File: src/sv/gpsc_pkg.sv
`timescale 1ns / 1ps
// gpsc_pkg: shared types and constants of the gclock pinned slot cache
// fixed field widths, action, status, slot mode and sequencer state codes
// no dependencies
package gpsc_pkg;

   localparam int ACTION_W = 2;
   localparam int ID_W     = 24;
   localparam int WEIGHT_W = 8;
   localparam int INDEX_W  = 6;
   localparam int STATUS_W = 3;

   // widest tag and slot index the parameters allow
   localparam int ID_WIDE   = 32;
   localparam int SLOT_WIDE = 16;

   typedef enum logic [ACTION_W-1:0] {
      ACT_REQUEST = 2'd0,
      ACT_RELEASE = 2'd1,
      ACT_FILL    = 2'd2,
      ACT_CLEAR   = 2'd3
   } gpsc_action_type;

   typedef enum logic [STATUS_W-1:0] {
      ST_HIT        = 3'd0,
      ST_MISS_FREE  = 3'd1,
      ST_MISS_EVICT = 3'd2,
      ST_BUSY       = 3'd3,
      ST_NONE       = 3'd4,
      ST_DONE       = 3'd5,
      ST_NOT_FOUND  = 3'd6
   } gpsc_status_type;

   typedef enum logic [1:0] {
      MODE_EMPTY  = 2'd0,
      MODE_ALLOC  = 2'd1,
      MODE_LOADED = 2'd2
   } gpsc_mode_type;

   typedef enum logic [2:0] {
      S_CLEAR    = 3'd0,
      S_IDLE     = 3'd1,
      S_FIND     = 3'd2,
      S_SWEEP    = 3'd3,
      S_FILL_RD  = 3'd4,
      S_FILL_CHK = 3'd5,
      S_RESP     = 3'd6
   } gpsc_state_type;

   typedef struct packed {
      gpsc_status_type     status;
      logic [INDEX_W-1:0]  slot;
      logic                slot_filled;
      logic                evicted_valid;
      logic [ID_W-1:0]     evicted_block_id;
   } gpsc_result_type;

endpackage

File: src/sv/gpsc_req_if.sv
`timescale 1ns / 1ps
// gpsc_req_if: request channel of the slot cache, valid/ready plus item fields
// depends on gpsc_pkg for the field widths
interface gpsc_req_if;
   logic                             valid;
   logic                             ready;
   logic [gpsc_pkg::ACTION_W-1:0]    action;
   logic [gpsc_pkg::ID_W-1:0]        block_id;
   logic [gpsc_pkg::WEIGHT_W-1:0]    ref_weight;
   logic [gpsc_pkg::INDEX_W-1:0]     slot_index;

   modport source (output valid, action, block_id, ref_weight, slot_index, input ready);
   modport sink (input valid, action, block_id, ref_weight, slot_index, output ready);
endinterface

File: src/sv/gpsc_rsp_if.sv
`timescale 1ns / 1ps
// gpsc_rsp_if: result channel of the slot cache, valid/ready plus result fields
// depends on gpsc_pkg for the field widths
interface gpsc_rsp_if;
   logic                             valid;
   logic                             ready;
   logic [gpsc_pkg::STATUS_W-1:0]    status;
   logic [gpsc_pkg::INDEX_W-1:0]     slot;
   logic                             slot_filled;
   logic                             evicted_valid;
   logic [gpsc_pkg::ID_W-1:0]        evicted_block_id;

   modport source (output valid, status, slot, slot_filled, evicted_valid, evicted_block_id,
                   input ready);
   modport sink (input valid, status, slot, slot_filled, evicted_valid, evicted_block_id,
                 output ready);
endinterface

File: src/sv/gclock_pinned_slot_cache.sv
`timescale 1ns / 1ps
// gclock_pinned_slot_cache: slot table with pinning and gclock replacement
// depends on gpsc_pkg, gpsc_req_if and gpsc_rsp_if
//
// usage
//   req_chan carries one beat per action: request, release, fill or clear.
//   rsp_chan returns exactly one result beat per request beat, in order.
//   the slot table (tag, mode, pin, count per slot) sits in one memory with
//   one write and one registered read port; a small sequencer walks it.
// sequencing (one item at a time, ready only when idle)
//   request / release: the table is scanned slot by slot, one slot a cycle,
//     from slot zero up to the result beat (a hit ends the scan early)
//   miss with no empty slot: the hand sweeps one slot a cycle from the hand,
//     ageing each unpinned slot until a count reaches zero
//   fill: read of the target slot, then the tag check; clear: clearing pass, then the result
//   the single memory read port paces these steps
// reset
//   after reset a clearing pass empties the table; req ready stays low until
//   it finishes
// stall
//   a result waits in the output register; the next beat is still accepted,
//   and its result is held back until the output register is free
module gclock_pinned_slot_cache #(
   parameter int SLOTS      = 64,
   parameter int ID_BITS    = 24,
   parameter int COUNT_BITS = 8
) (
   input logic        clock,
   input logic        reset,
   gpsc_req_if.sink   req_chan,
   gpsc_rsp_if.source rsp_chan
);

   localparam int SLOT_W = (SLOTS > 1) ? $clog2(SLOTS) : 1;
   localparam int SUM_W  = ((COUNT_BITS > gpsc_pkg::WEIGHT_W) ?
                            COUNT_BITS : gpsc_pkg::WEIGHT_W) + 1;
   localparam logic [SLOT_W-1:0]     LAST_SLOT = SLOT_W'(SLOTS - 1);
   localparam logic [COUNT_BITS-1:0] COUNT_MAX = '1;

   typedef logic [SLOT_W-1:0] slot_idx_type;

   typedef struct packed {
      logic [ID_BITS-1:0]       tag;
      gpsc_pkg::gpsc_mode_type  mode;
      logic                     pinned;
      logic [COUNT_BITS-1:0]    count;
   } entry_type;

   // next slot with wrap at the table end
   function automatic slot_idx_type next_slot(input slot_idx_type idx);
      return (idx == LAST_SLOT) ? '0 : idx + 1'b1;
   endfunction

   // low bits of a slot index as reported on the result channel
   function automatic logic [gpsc_pkg::INDEX_W-1:0] slot_out(input slot_idx_type idx);
      logic [gpsc_pkg::SLOT_WIDE-1:0] wide;
      wide = gpsc_pkg::SLOT_WIDE'(idx);
      return wide[gpsc_pkg::INDEX_W-1:0];
   endfunction

   // slot table memory
   entry_type    mem [0:SLOTS-1];
   entry_type    mem_q_ff;
   logic         wr_en;
   slot_idx_type wr_addr;
   entry_type    wr_data;
   logic         rd_en;
   slot_idx_type rd_addr;

   // sequencer state
   gpsc_pkg::gpsc_state_type state_ff, state_in;
   slot_idx_type scan_ff, scan_in;
   logic         issue_done_ff, issue_done_in;
   logic         q_vld_ff;
   slot_idx_type q_idx_ff;
   slot_idx_type hand_ff, hand_in;
   logic         clr_rsp_ff, clr_rsp_in;

   // latched request
   gpsc_pkg::gpsc_action_type        act_ff, act_in;
   logic [ID_BITS-1:0]               id_ff, id_in;
   logic [gpsc_pkg::WEIGHT_W-1:0]    w_ff, w_in;
   logic [gpsc_pkg::INDEX_W-1:0]     si_ff, si_in;

   // scan bookkeeping: first empty at/after hand, first empty overall, any unpinned
   logic         ge_found_ff, ge_found_in;
   slot_idx_type ge_idx_ff, ge_idx_in;
   logic         any_found_ff, any_found_in;
   slot_idx_type any_idx_ff, any_idx_in;
   logic         unpinned_ff, unpinned_in;

   // pending result and output register
   gpsc_pkg::gpsc_result_type res_ff, res_in;
   gpsc_pkg::gpsc_result_type out_ff, out_in;
   logic                      rsp_valid_ff, rsp_valid_in;

   // datapath helpers
   logic [gpsc_pkg::ID_WIDE-1:0]   req_id_wide;
   logic [gpsc_pkg::ID_WIDE-1:0]   tag_wide;
   logic [gpsc_pkg::SLOT_WIDE-1:0] si_wide;
   logic                           si_ok;
   slot_idx_type                   si_addr;
   logic [SUM_W-1:0]               hit_sum;
   logic [SUM_W-1:0]               w_sum;
   logic [COUNT_BITS-1:0]          hit_count;
   logic [COUNT_BITS-1:0]          new_count;
   logic [COUNT_BITS-1:0]          dec_count;
   entry_type                      new_entry;
   logic                           cur_match;
   logic                           cur_empty;
   logic                           ge_now;
   slot_idx_type                   ge_idx_now;
   logic                           any_now;
   slot_idx_type                   any_idx_now;
   logic                           unpinned_now;
   slot_idx_type                   chosen;
   logic                           accept;

   assign req_chan.ready = (state_ff == gpsc_pkg::S_IDLE);
   assign accept         = req_chan.valid && (state_ff == gpsc_pkg::S_IDLE);

   assign rsp_chan.valid            = rsp_valid_ff;
   assign rsp_chan.status           = out_ff.status;
   assign rsp_chan.slot             = out_ff.slot;
   assign rsp_chan.slot_filled      = out_ff.slot_filled;
   assign rsp_chan.evicted_valid    = out_ff.evicted_valid;
   assign rsp_chan.evicted_block_id = out_ff.evicted_block_id;

   // block id is taken modulo 2^ID_BITS
   assign req_id_wide = gpsc_pkg::ID_WIDE'(req_chan.block_id);
   assign tag_wide    = gpsc_pkg::ID_WIDE'(mem_q_ff.tag);

   // fill target must lie inside the table
   assign si_wide = gpsc_pkg::SLOT_WIDE'(si_ff);
   assign si_ok   = si_wide < gpsc_pkg::SLOT_WIDE'(SLOTS);
   assign si_addr = si_wide[SLOT_W-1:0];

   // saturating count updates
   assign hit_sum   = SUM_W'(mem_q_ff.count) + SUM_W'(w_ff);
   assign hit_count = (hit_sum > SUM_W'(COUNT_MAX)) ? COUNT_MAX : hit_sum[COUNT_BITS-1:0];
   assign w_sum     = SUM_W'(w_ff);
   assign new_count = (w_sum > SUM_W'(COUNT_MAX)) ? COUNT_MAX : w_sum[COUNT_BITS-1:0];
   // a count already at zero is evicted without a decrement
   assign dec_count = (mem_q_ff.count != '0) ? mem_q_ff.count - 1'b1 : '0;

   always_comb begin
      new_entry        = '0;
      new_entry.tag    = id_ff;
      new_entry.mode   = gpsc_pkg::MODE_ALLOC;
      new_entry.pinned = 1'b1;
      new_entry.count  = new_count;
   end

   // compare stage of the table scan, folding in the entry just read
   assign cur_match    = q_vld_ff && (mem_q_ff.mode != gpsc_pkg::MODE_EMPTY) &&
                         (mem_q_ff.tag == id_ff);
   assign cur_empty    = q_vld_ff && (mem_q_ff.mode == gpsc_pkg::MODE_EMPTY);
   assign ge_now       = ge_found_ff || (cur_empty && (q_idx_ff >= hand_ff));
   assign ge_idx_now   = ge_found_ff ? ge_idx_ff : q_idx_ff;
   assign any_now      = any_found_ff || cur_empty;
   assign any_idx_now  = any_found_ff ? any_idx_ff : q_idx_ff;
   assign unpinned_now = unpinned_ff || (q_vld_ff && !mem_q_ff.pinned);
   assign chosen       = ge_now ? ge_idx_now : any_idx_now;

   // next state and datapath control
   always_comb begin
      state_in      = state_ff;
      scan_in       = scan_ff;
      issue_done_in = issue_done_ff;
      hand_in       = hand_ff;
      clr_rsp_in    = clr_rsp_ff;
      act_in        = act_ff;
      id_in         = id_ff;
      w_in          = w_ff;
      si_in         = si_ff;
      ge_found_in   = ge_found_ff;
      ge_idx_in     = ge_idx_ff;
      any_found_in  = any_found_ff;
      any_idx_in    = any_idx_ff;
      unpinned_in   = unpinned_ff;
      res_in        = res_ff;
      out_in        = out_ff;
      rsp_valid_in  = rsp_valid_ff && !rsp_chan.ready;
      rd_en         = 1'b0;
      rd_addr       = scan_ff;
      wr_en         = 1'b0;
      wr_addr       = q_idx_ff;
      wr_data       = mem_q_ff;

      case (state_ff)
         gpsc_pkg::S_CLEAR: begin
            // one entry a cycle back to empty, unpinned, count zero
            wr_en   = 1'b1;
            wr_addr = scan_ff;
            wr_data = '0;
            scan_in = next_slot(scan_ff);
            if (scan_ff == LAST_SLOT) begin
               scan_in    = '0;
               hand_in    = '0;
               clr_rsp_in = 1'b0;
               if (clr_rsp_ff) begin
                  res_in        = '0;
                  res_in.status = gpsc_pkg::ST_DONE;
                  state_in      = gpsc_pkg::S_RESP;
               end else begin
                  state_in = gpsc_pkg::S_IDLE;
               end
            end
         end

         gpsc_pkg::S_IDLE: begin
            if (accept) begin
               act_in = gpsc_pkg::gpsc_action_type'(req_chan.action);
               id_in  = req_id_wide[ID_BITS-1:0];
               w_in   = req_chan.ref_weight;
               si_in  = req_chan.slot_index;
               case (gpsc_pkg::gpsc_action_type'(req_chan.action))
                  gpsc_pkg::ACT_REQUEST, gpsc_pkg::ACT_RELEASE: begin
                     scan_in       = '0;
                     issue_done_in = 1'b0;
                     ge_found_in   = 1'b0;
                     any_found_in  = 1'b0;
                     unpinned_in   = 1'b0;
                     state_in      = gpsc_pkg::S_FIND;
                  end
                  gpsc_pkg::ACT_FILL: begin
                     state_in = gpsc_pkg::S_FILL_RD;
                  end
                  gpsc_pkg::ACT_CLEAR: begin
                     scan_in    = '0;
                     clr_rsp_in = 1'b1;
                     state_in   = gpsc_pkg::S_CLEAR;
                  end
                  default: begin
                     state_in = gpsc_pkg::S_IDLE;
                  end
               endcase
            end
         end

         gpsc_pkg::S_FIND: begin
            // issue side: one read a cycle from slot zero upward
            rd_en = !issue_done_ff;
            if (!issue_done_ff) begin
               scan_in = next_slot(scan_ff);
               if (scan_ff == LAST_SLOT) begin
                  issue_done_in = 1'b1;
               end
            end
            // compare side
            if (cur_match) begin
               res_in             = '0;
               res_in.slot        = slot_out(q_idx_ff);
               res_in.slot_filled = (mem_q_ff.mode == gpsc_pkg::MODE_LOADED);
               if (act_ff == gpsc_pkg::ACT_RELEASE) begin
                  wr_en          = 1'b1;
                  wr_data.pinned = 1'b0;
                  res_in.status  = gpsc_pkg::ST_DONE;
               end else if (mem_q_ff.pinned) begin
                  res_in.status = gpsc_pkg::ST_BUSY;
               end else begin
                  wr_en          = 1'b1;
                  wr_data.pinned = 1'b1;
                  wr_data.count  = hit_count;
                  res_in.status  = gpsc_pkg::ST_HIT;
               end
               state_in = gpsc_pkg::S_RESP;
            end else if (q_vld_ff) begin
               ge_found_in  = ge_now;
               ge_idx_in    = ge_idx_now;
               any_found_in = any_now;
               any_idx_in   = any_idx_now;
               unpinned_in  = unpinned_now;
               if (q_idx_ff == LAST_SLOT) begin
                  res_in   = '0;
                  state_in = gpsc_pkg::S_RESP;
                  if (act_ff == gpsc_pkg::ACT_RELEASE) begin
                     res_in.status = gpsc_pkg::ST_NOT_FOUND;
                  end else if (ge_now || any_now) begin
                     // free slot at or after the hand, else the first one
                     wr_en         = 1'b1;
                     wr_addr       = chosen;
                     wr_data       = new_entry;
                     hand_in       = next_slot(chosen);
                     res_in.status = gpsc_pkg::ST_MISS_FREE;
                     res_in.slot   = slot_out(chosen);
                  end else if (unpinned_now) begin
                     scan_in  = hand_ff;
                     state_in = gpsc_pkg::S_SWEEP;
                  end else begin
                     // every slot pinned
                     res_in.status = gpsc_pkg::ST_NONE;
                  end
               end
            end
         end

         gpsc_pkg::S_SWEEP: begin
            // read one slot ahead while the previous one is aged
            rd_en   = 1'b1;
            scan_in = next_slot(scan_ff);
            if (q_vld_ff && !mem_q_ff.pinned) begin
               wr_en = 1'b1;
               if (dec_count == '0) begin
                  wr_data                 = new_entry;
                  hand_in                 = next_slot(q_idx_ff);
                  res_in                  = '0;
                  res_in.status           = gpsc_pkg::ST_MISS_EVICT;
                  res_in.slot             = slot_out(q_idx_ff);
                  res_in.evicted_valid    = 1'b1;
                  res_in.evicted_block_id = tag_wide[gpsc_pkg::ID_W-1:0];
                  state_in                = gpsc_pkg::S_RESP;
               end else begin
                  wr_data.count = dec_count;
               end
            end
         end

         gpsc_pkg::S_FILL_RD: begin
            rd_addr = si_addr;
            if (si_ok) begin
               state_in = gpsc_pkg::S_FILL_CHK;
            end else begin
               res_in        = '0;
               res_in.status = gpsc_pkg::ST_NOT_FOUND;
               res_in.slot   = si_ff;
               state_in      = gpsc_pkg::S_RESP;
            end
         end

         gpsc_pkg::S_FILL_CHK: begin
            res_in      = '0;
            res_in.slot = si_ff;
            if ((mem_q_ff.mode != gpsc_pkg::MODE_EMPTY) && (mem_q_ff.tag == id_ff)) begin
               wr_en              = 1'b1;
               wr_addr            = si_addr;
               wr_data.mode       = gpsc_pkg::MODE_LOADED;
               res_in.status      = gpsc_pkg::ST_DONE;
               res_in.slot_filled = 1'b1;
            end else begin
               res_in.status = gpsc_pkg::ST_NOT_FOUND;
            end
            state_in = gpsc_pkg::S_RESP;
         end

         gpsc_pkg::S_RESP: begin
            // hand the result over once the output register is free
            if (!rsp_valid_ff || rsp_chan.ready) begin
               out_in       = res_ff;
               rsp_valid_in = 1'b1;
               state_in     = gpsc_pkg::S_IDLE;
            end
         end

         default: begin
            state_in = gpsc_pkg::S_IDLE;
         end
      endcase
   end

   // slot table: one write, one registered read per cycle
   always_ff @(posedge clock) begin
      if (wr_en) begin
         mem[wr_addr] <= wr_data;
      end
      mem_q_ff <= mem[rd_addr];
   end

   // control registers
   always_ff @(posedge clock) begin
      if (reset) begin
         state_ff      <= gpsc_pkg::S_CLEAR;
         scan_ff       <= '0;
         issue_done_ff <= 1'b0;
         q_vld_ff      <= 1'b0;
         hand_ff       <= '0;
         clr_rsp_ff    <= 1'b0;
         rsp_valid_ff  <= 1'b0;
      end else begin
         state_ff      <= state_in;
         scan_ff       <= scan_in;
         issue_done_ff <= issue_done_in;
         q_vld_ff      <= rd_en;
         hand_ff       <= hand_in;
         clr_rsp_ff    <= clr_rsp_in;
         rsp_valid_ff  <= rsp_valid_in;
      end
   end

   // payload registers
   always_ff @(posedge clock) begin
      q_idx_ff     <= rd_addr;
      act_ff       <= act_in;
      id_ff        <= id_in;
      w_ff         <= w_in;
      si_ff        <= si_in;
      ge_found_ff  <= ge_found_in;
      ge_idx_ff    <= ge_idx_in;
      any_found_ff <= any_found_in;
      any_idx_ff   <= any_idx_in;
      unpinned_ff  <= unpinned_in;
      res_ff       <= res_in;
      out_ff       <= out_in;
   end

`ifndef ASSERT_OFF
   a_idle_no_write: assert property (@(posedge clock) disable iff (reset)
      (state_ff == gpsc_pkg::S_IDLE) |-> !wr_en)
      else $error("table written while idle");

   a_accept_leaves_idle: assert property (@(posedge clock) disable iff (reset)
      accept |=> (state_ff != gpsc_pkg::S_IDLE))
      else $error("sequencer stayed idle after an accepted beat");

   a_hand_in_range: assert property (@(posedge clock) disable iff (reset)
      hand_ff <= LAST_SLOT)
      else $error("clock hand beyond the table");

   a_rsp_from_resp: assert property (@(posedge clock) disable iff (reset)
      $rose(rsp_valid_ff) |-> $past(state_ff == gpsc_pkg::S_RESP))
      else $error("result beat raised outside the handover state");

   a_sweep_writes_read_slot: assert property (@(posedge clock) disable iff (reset)
      ((state_ff == gpsc_pkg::S_SWEEP) && wr_en) |-> (q_vld_ff && (wr_addr == q_idx_ff)))
      else $error("sweep wrote a slot it did not just read");
`endif

endmodule

File: src/flat_wrapper.sv
// flat-port wrapper written by rule: the top's interface ports become plain ports
module gclock_pinned_slot_cache_flat 
#(
   parameter int SLOTS      = 64,
   parameter int ID_BITS    = 24,
   parameter int COUNT_BITS = 8
)
  (clock, reset, req_chan_valid, req_chan_action, req_chan_block_id, req_chan_ref_weight, req_chan_slot_index, req_chan_ready, rsp_chan_valid, rsp_chan_status, rsp_chan_slot, rsp_chan_slot_filled, rsp_chan_evicted_valid, rsp_chan_evicted_block_id, rsp_chan_ready);
  gpsc_req_if req_chan_i ();
  gpsc_rsp_if rsp_chan_i ();
  input logic clock;
  input logic reset;
  input wire logic [$bits(req_chan_i.valid)-1:0] req_chan_valid;
  input wire logic [$bits(req_chan_i.action)-1:0] req_chan_action;
  input wire logic [$bits(req_chan_i.block_id)-1:0] req_chan_block_id;
  input wire logic [$bits(req_chan_i.ref_weight)-1:0] req_chan_ref_weight;
  input wire logic [$bits(req_chan_i.slot_index)-1:0] req_chan_slot_index;
  output wire logic [$bits(req_chan_i.ready)-1:0] req_chan_ready;
  output wire logic [$bits(rsp_chan_i.valid)-1:0] rsp_chan_valid;
  output wire logic [$bits(rsp_chan_i.status)-1:0] rsp_chan_status;
  output wire logic [$bits(rsp_chan_i.slot)-1:0] rsp_chan_slot;
  output wire logic [$bits(rsp_chan_i.slot_filled)-1:0] rsp_chan_slot_filled;
  output wire logic [$bits(rsp_chan_i.evicted_valid)-1:0] rsp_chan_evicted_valid;
  output wire logic [$bits(rsp_chan_i.evicted_block_id)-1:0] rsp_chan_evicted_block_id;
  input wire logic [$bits(rsp_chan_i.ready)-1:0] rsp_chan_ready;
  assign req_chan_i.valid = req_chan_valid;
  assign req_chan_i.action = req_chan_action;
  assign req_chan_i.block_id = req_chan_block_id;
  assign req_chan_i.ref_weight = req_chan_ref_weight;
  assign req_chan_i.slot_index = req_chan_slot_index;
  assign req_chan_ready = req_chan_i.ready;
  assign rsp_chan_valid = rsp_chan_i.valid;
  assign rsp_chan_status = rsp_chan_i.status;
  assign rsp_chan_slot = rsp_chan_i.slot;
  assign rsp_chan_slot_filled = rsp_chan_i.slot_filled;
  assign rsp_chan_evicted_valid = rsp_chan_i.evicted_valid;
  assign rsp_chan_evicted_block_id = rsp_chan_i.evicted_block_id;
  assign rsp_chan_i.ready = rsp_chan_ready;
  gclock_pinned_slot_cache #(.SLOTS(SLOTS), .ID_BITS(ID_BITS), .COUNT_BITS(COUNT_BITS)) u_core (.clock(clock), .reset(reset), .req_chan(req_chan_i), .rsp_chan(rsp_chan_i));
endmodule
File: config.mk
export PLATFORM = sky130hd
export DESIGN_NAME = gclock_pinned_slot_cache_flat
export DESIGN_NICKNAME = d
export VERILOG_FILES = /design/src/sv/gpsc_pkg.sv /design/src/sv/gpsc_req_if.sv /design/src/sv/gpsc_rsp_if.sv /design/src/sv/gclock_pinned_slot_cache.sv /design/src/flat_wrapper.sv
export SDC_FILE = /design/constraint.sdc
export NUM_CORES = 2
export LEC_CHECK = 0
export ABC_CLOCK_PERIOD_IN_PS = 10500
export BUFFER_PORTS_ARGS = -buffer_cell sky130_fd_sc_hd__buf_2
export CAP_MARGIN = 10
export CORE_MARGIN = 3
export CORE_UTILIZATION = 25
export CTS_BUF_LIST = sky130_fd_sc_hd__clkbuf_4 sky130_fd_sc_hd__clkbuf_8 sky130_fd_sc_hd__clkbuf_16
export DETAILED_ROUTE_END_ITERATION = 8
export PLACE_DENSITY_LB_ADDON = 0.08
export SYNTH_ARGS = -nofsm -noshare
export SYNTH_HDL_FRONTEND = slang
export SYNTH_SLANG_ARGS = --single-unit
File: constraint.sdc
create_clock -name clock -period 10.5 [get_ports clock]
set_input_delay 1.575 -clock clock [delete_from_list [all_inputs] [get_ports clock]]
set_output_delay 1.575 -clock clock [all_outputs]
set_load 0.005 [all_outputs]
==> results.json <==
{
  "num-nets-final": 7450,
  "place.detailed.hpwl_mm": 195,
  "port_buffers": 80,
  "utilization_pct": 29.7,
  "worst_ep_arrival_time_ns": 7.09,
  "drc_errors": 0,
  "max_cap_violations": 0,
  "timing_worst_setup_path_type": "reg -> reg",
  "drive_above_1_share_pct": 12.0,
  "synth.top_cell.area_share_pct": 73.5,
  "cts_hold_buf": 0,
  "finalHoldViolCount": 0,
  "final_min_period_over_clock_period_pct": 60.2,
  "mostFrequentLayoutCells": "2365 x edfxtp_1, 2052 x nand2_1, 791 x nand3_1, 309 x clkbuf_16, 218 x mux2i_1",
  "routedWlPerCell_microns": 28.1,
  "stdcell_count": 12800,
  "achievable-frequency_mhz": 158,
  "ys_types": 71,
  "starting_density_pct": 25.2,
  "setup-tns-final_ns": 0,
  "layout-area-overhead-vs-synth_pct": 17.8,
  "grt_antenna_before_repair": 24,
  "totalWireLength_mm": 359,
  "grt_start_max_net_pins": 141,
  "final_critical_path_setup_slack_ns": 4.18,
  "fillers": 38600,
  "static-leakage-power_nw": 39.8,
  "ioPinCount": 81,
  "cts.sinks": 2425,
  "detailroute.via_count": 60900,
  "mappedNetlistNets": 7305,
  "globalRouteTotalUtil_pct": 17.7,
  "finalCriticalPeriod_ns": 6.32,
  "tritoncts_clock_tree": "done",
  "core_area_sq_um": 384000,
  "fin_worst_skew_ns": 0.0386,
  "grt_setup_unrepaired": "false",
  "drt-pass1-iter-count": 7,
  "die_area_sq_um": 394000,
  "end_kind": "flop",
  "cts.repair.resized": 0,
  "avgSynthCellArea_sq_um": 13.4,
  "overflow": 0,
  "post_synth_instance_area_sq_um": 96700,
  "die_x_microns": 628,
  "reg2regPathDepth": 12,
  "layout.cells.most_common": "edfxtp_1",
  "timing.max_slew.rel_slack_pct": 12.5,
  "cp-start-kind": "flop",
  "first_global_vias": 59400,
  "clock_tree.root_cell": "clkbuf_16",
  "synth.area.top_cells": "edfxtp_1 73%, nand2_1 8.0%, nand3_1 4.1%, mux2i_1 2.3%, clkbuf_1 1.6%",
  "slew_viol_final": 0,
  "fin_worst_hold_slack_ns": 0.415,
  "fp-row-count": 227,
  "min_path_type": "reg -> reg",
  "detailedPlace.worstSlack_ns": 3.98,
  "outcome": "finished, final reports clean",
  "final_gp_congestion": 0.830,
  "die_height_microns": 628,
  "hold_path_depth": 0,
  "clk_path_buf_depth": 4,
  "wire_length_of_the_first_global_routing_pass_mm": 495,
  "async_flop_share_pct": 0,
  "power_per_cell_area_nw_per_um2": 242,
  "placedCellCount": 12200,
  "setup.reg_to_reg.worst_slack_ns": 4.18,
  "cp.required_ns": 11.26,
  "synth-edff-count": 2365,
  "synthesis.instances": 7238,
  "synth_sequential_area_ratio_pct": 74.7,
  "synth_flop_cell": "edfxtp_1",
  "vdd_drop_max_mv": 0.125,
  "worst_margin_pin_slew_ns": 1.31,
  "cts_htree_levels": 5,
  "clock_latency_ns": 0.89,
  "cts_inserted_buffers": 295,
  "clkSlewWorstSetupHoldPaths_ns": 0.06,
  "timing.critical_path.fanout_max": 40,
  "total_of_warnings_raised_by_yosys": 0,
  "ant_nets": 0,
  "route.detailed.vias_per_inst": 4.77,
  "post_cts_buffers": 0,
  "synth_largest_area_cell": "edfxtp_1",
  "initialDrtViolationCount": 5302,
  "setup_viol": 0,
  "ys_seq_elements": 2425
}
worst paths after layout:
| path | from | endpoint |
|---|---|---|
| hold reg to reg | u_core.res_ff[9] | u_core.rsp_chan.evicted_block_id[9] |
| hold / removal | u_core.res_ff[9] | u_core.rsp_chan.evicted_block_id[9] |
| setup reg to reg | u_core.state_ff[2] | u_core.mem_q_ff[17] |
| setup / recovery | u_core.state_ff[2] | u_core.mem_q_ff[17] |
power by group:
part / switching [mW] / internal, mW
clock: 4.05 / 5.89
sequential: 0.364 / 11.3
combinational: 4.32 / 1.57
stage by stage:
step,power (mW),instance area (sq um)
floorplan,14.8,96700
global placement,17.9,104000
detailed placement,17.9,104000
CTS,28.0,114000
global route,28.7,114000
finish,27.5,114000
cell type report:
type                       count  area (sq um)  area share (%)
timing repair buffer         308          2360            2.07
sequential                  2425         72200            63.4
multi-input combinational   4318         23300            20.5
clock buffer                 383          8330            7.32
clock inverter               141          1010           0.889
inverter                      35           146           0.129
tap                         5152          6450            5.66
antenna                       15          37.5          0.0330
state kept, by name, indices dropped and copies added, names as in the netlist, 2 cells and up:
| name | cells |
|---|---|
| u_core.res_ff | 35 |
| u_core.rsp_chan.evicted_block_id | 24 |
| u_core.id_ff | 24 |
| u_core.si_addr | 6 |
| u_core.rsp_chan.status | 3 |
| u_core.mem | 2240 |
| u_core.rsp_chan.slot | 6 |
| u_core.act_ff | 2 |
| u_core.mem_q_ff | 35 |
| u_core.hand_ff | 6 |
| u_core.q_idx_ff | 6 |
| u_core.ge_idx_ff | 6 |
| u_core.state_ff | 3 |
| u_core.w_ff | 8 |
| u_core.any_idx_ff | 6 |
| u_core.scan_ff | 6 |
layer usage:
layer | track usage [%] | share of wire, % | vias to the layer above
li1 | - | - | 27200
met1 | 25.4 | 47 | 31800
met2 | 28.3 | 46 | 1503
met3 | 2.28 | 4.5 | 395
met4 | 4.55 | 2.8 | 0
met5 | 0 | 0 | -
Yosys cell counts (6+ instances only):
master / instances
a211oi_1: 10
o22ai_1: 37
nor4_1: 6
buf_2: 11
a221o_1: 37
or2_2: 6
nand2_1: 2054
o211ai_1: 7
ha_1: 22
nor2b_1: 15
mux2i_1: 220
nor2_1: 128
inv_1: 29
xor2_1: 18
dfxtp_1: 60
a31oi_1: 218
a32o_1: 70
o21ai_0: 46
edfxtp_1: 2365
nand3_1: 791
buf_1: 39
nor3_1: 30
a221oi_1: 71
a21o_1: 13
and3_1: 217
or3_1: 11
a32oi_1: 71
a22o_1: 26
clkbuf_1: 408
nand2b_1: 11
o21a_1: 7
mux2_2: 15
a21oi_1: 54
and2_1: 27
xnor2_1: 13
a22oi_1: 7
o31ai_1: 6
cells by family (layout without fill, tap and decap cells):
family | after synthesis | count (layout) | share of synthesized area, %
flip-flops | 2425 | 2425 | 74.7
AND/OR/NAND/NOR | 3319 | 3319 | 14.8
XOR/XNOR | 31 | 31 | 0.281
AO/OA/AOI/OAI | 710 | 710 | 5.47
adder cells (fa/ha/maj) | 23 | 23 | 0.305
other | 0 | 15 | 0
multiplexers | 235 | 235 | 2.45
buffers and inverters | 495 | 867 | 1.94
critical path: stages, from the launching register on:
cell and delay [ns]:
dfxtp_1 0.71, clkinv_1 0.47, nor2_2 0.54, mux2i_4 0.61, buf_4 0.33, buf_4 0.43, buf_4 0.58, mux2i_1 0.26
mux2i_1 0.10, a32o_1 0.28, a221oi_1 0.96, o22ai_1 0.46, a221o_1 0.39
Note: power is estimated with default switching activity, not from simulation.
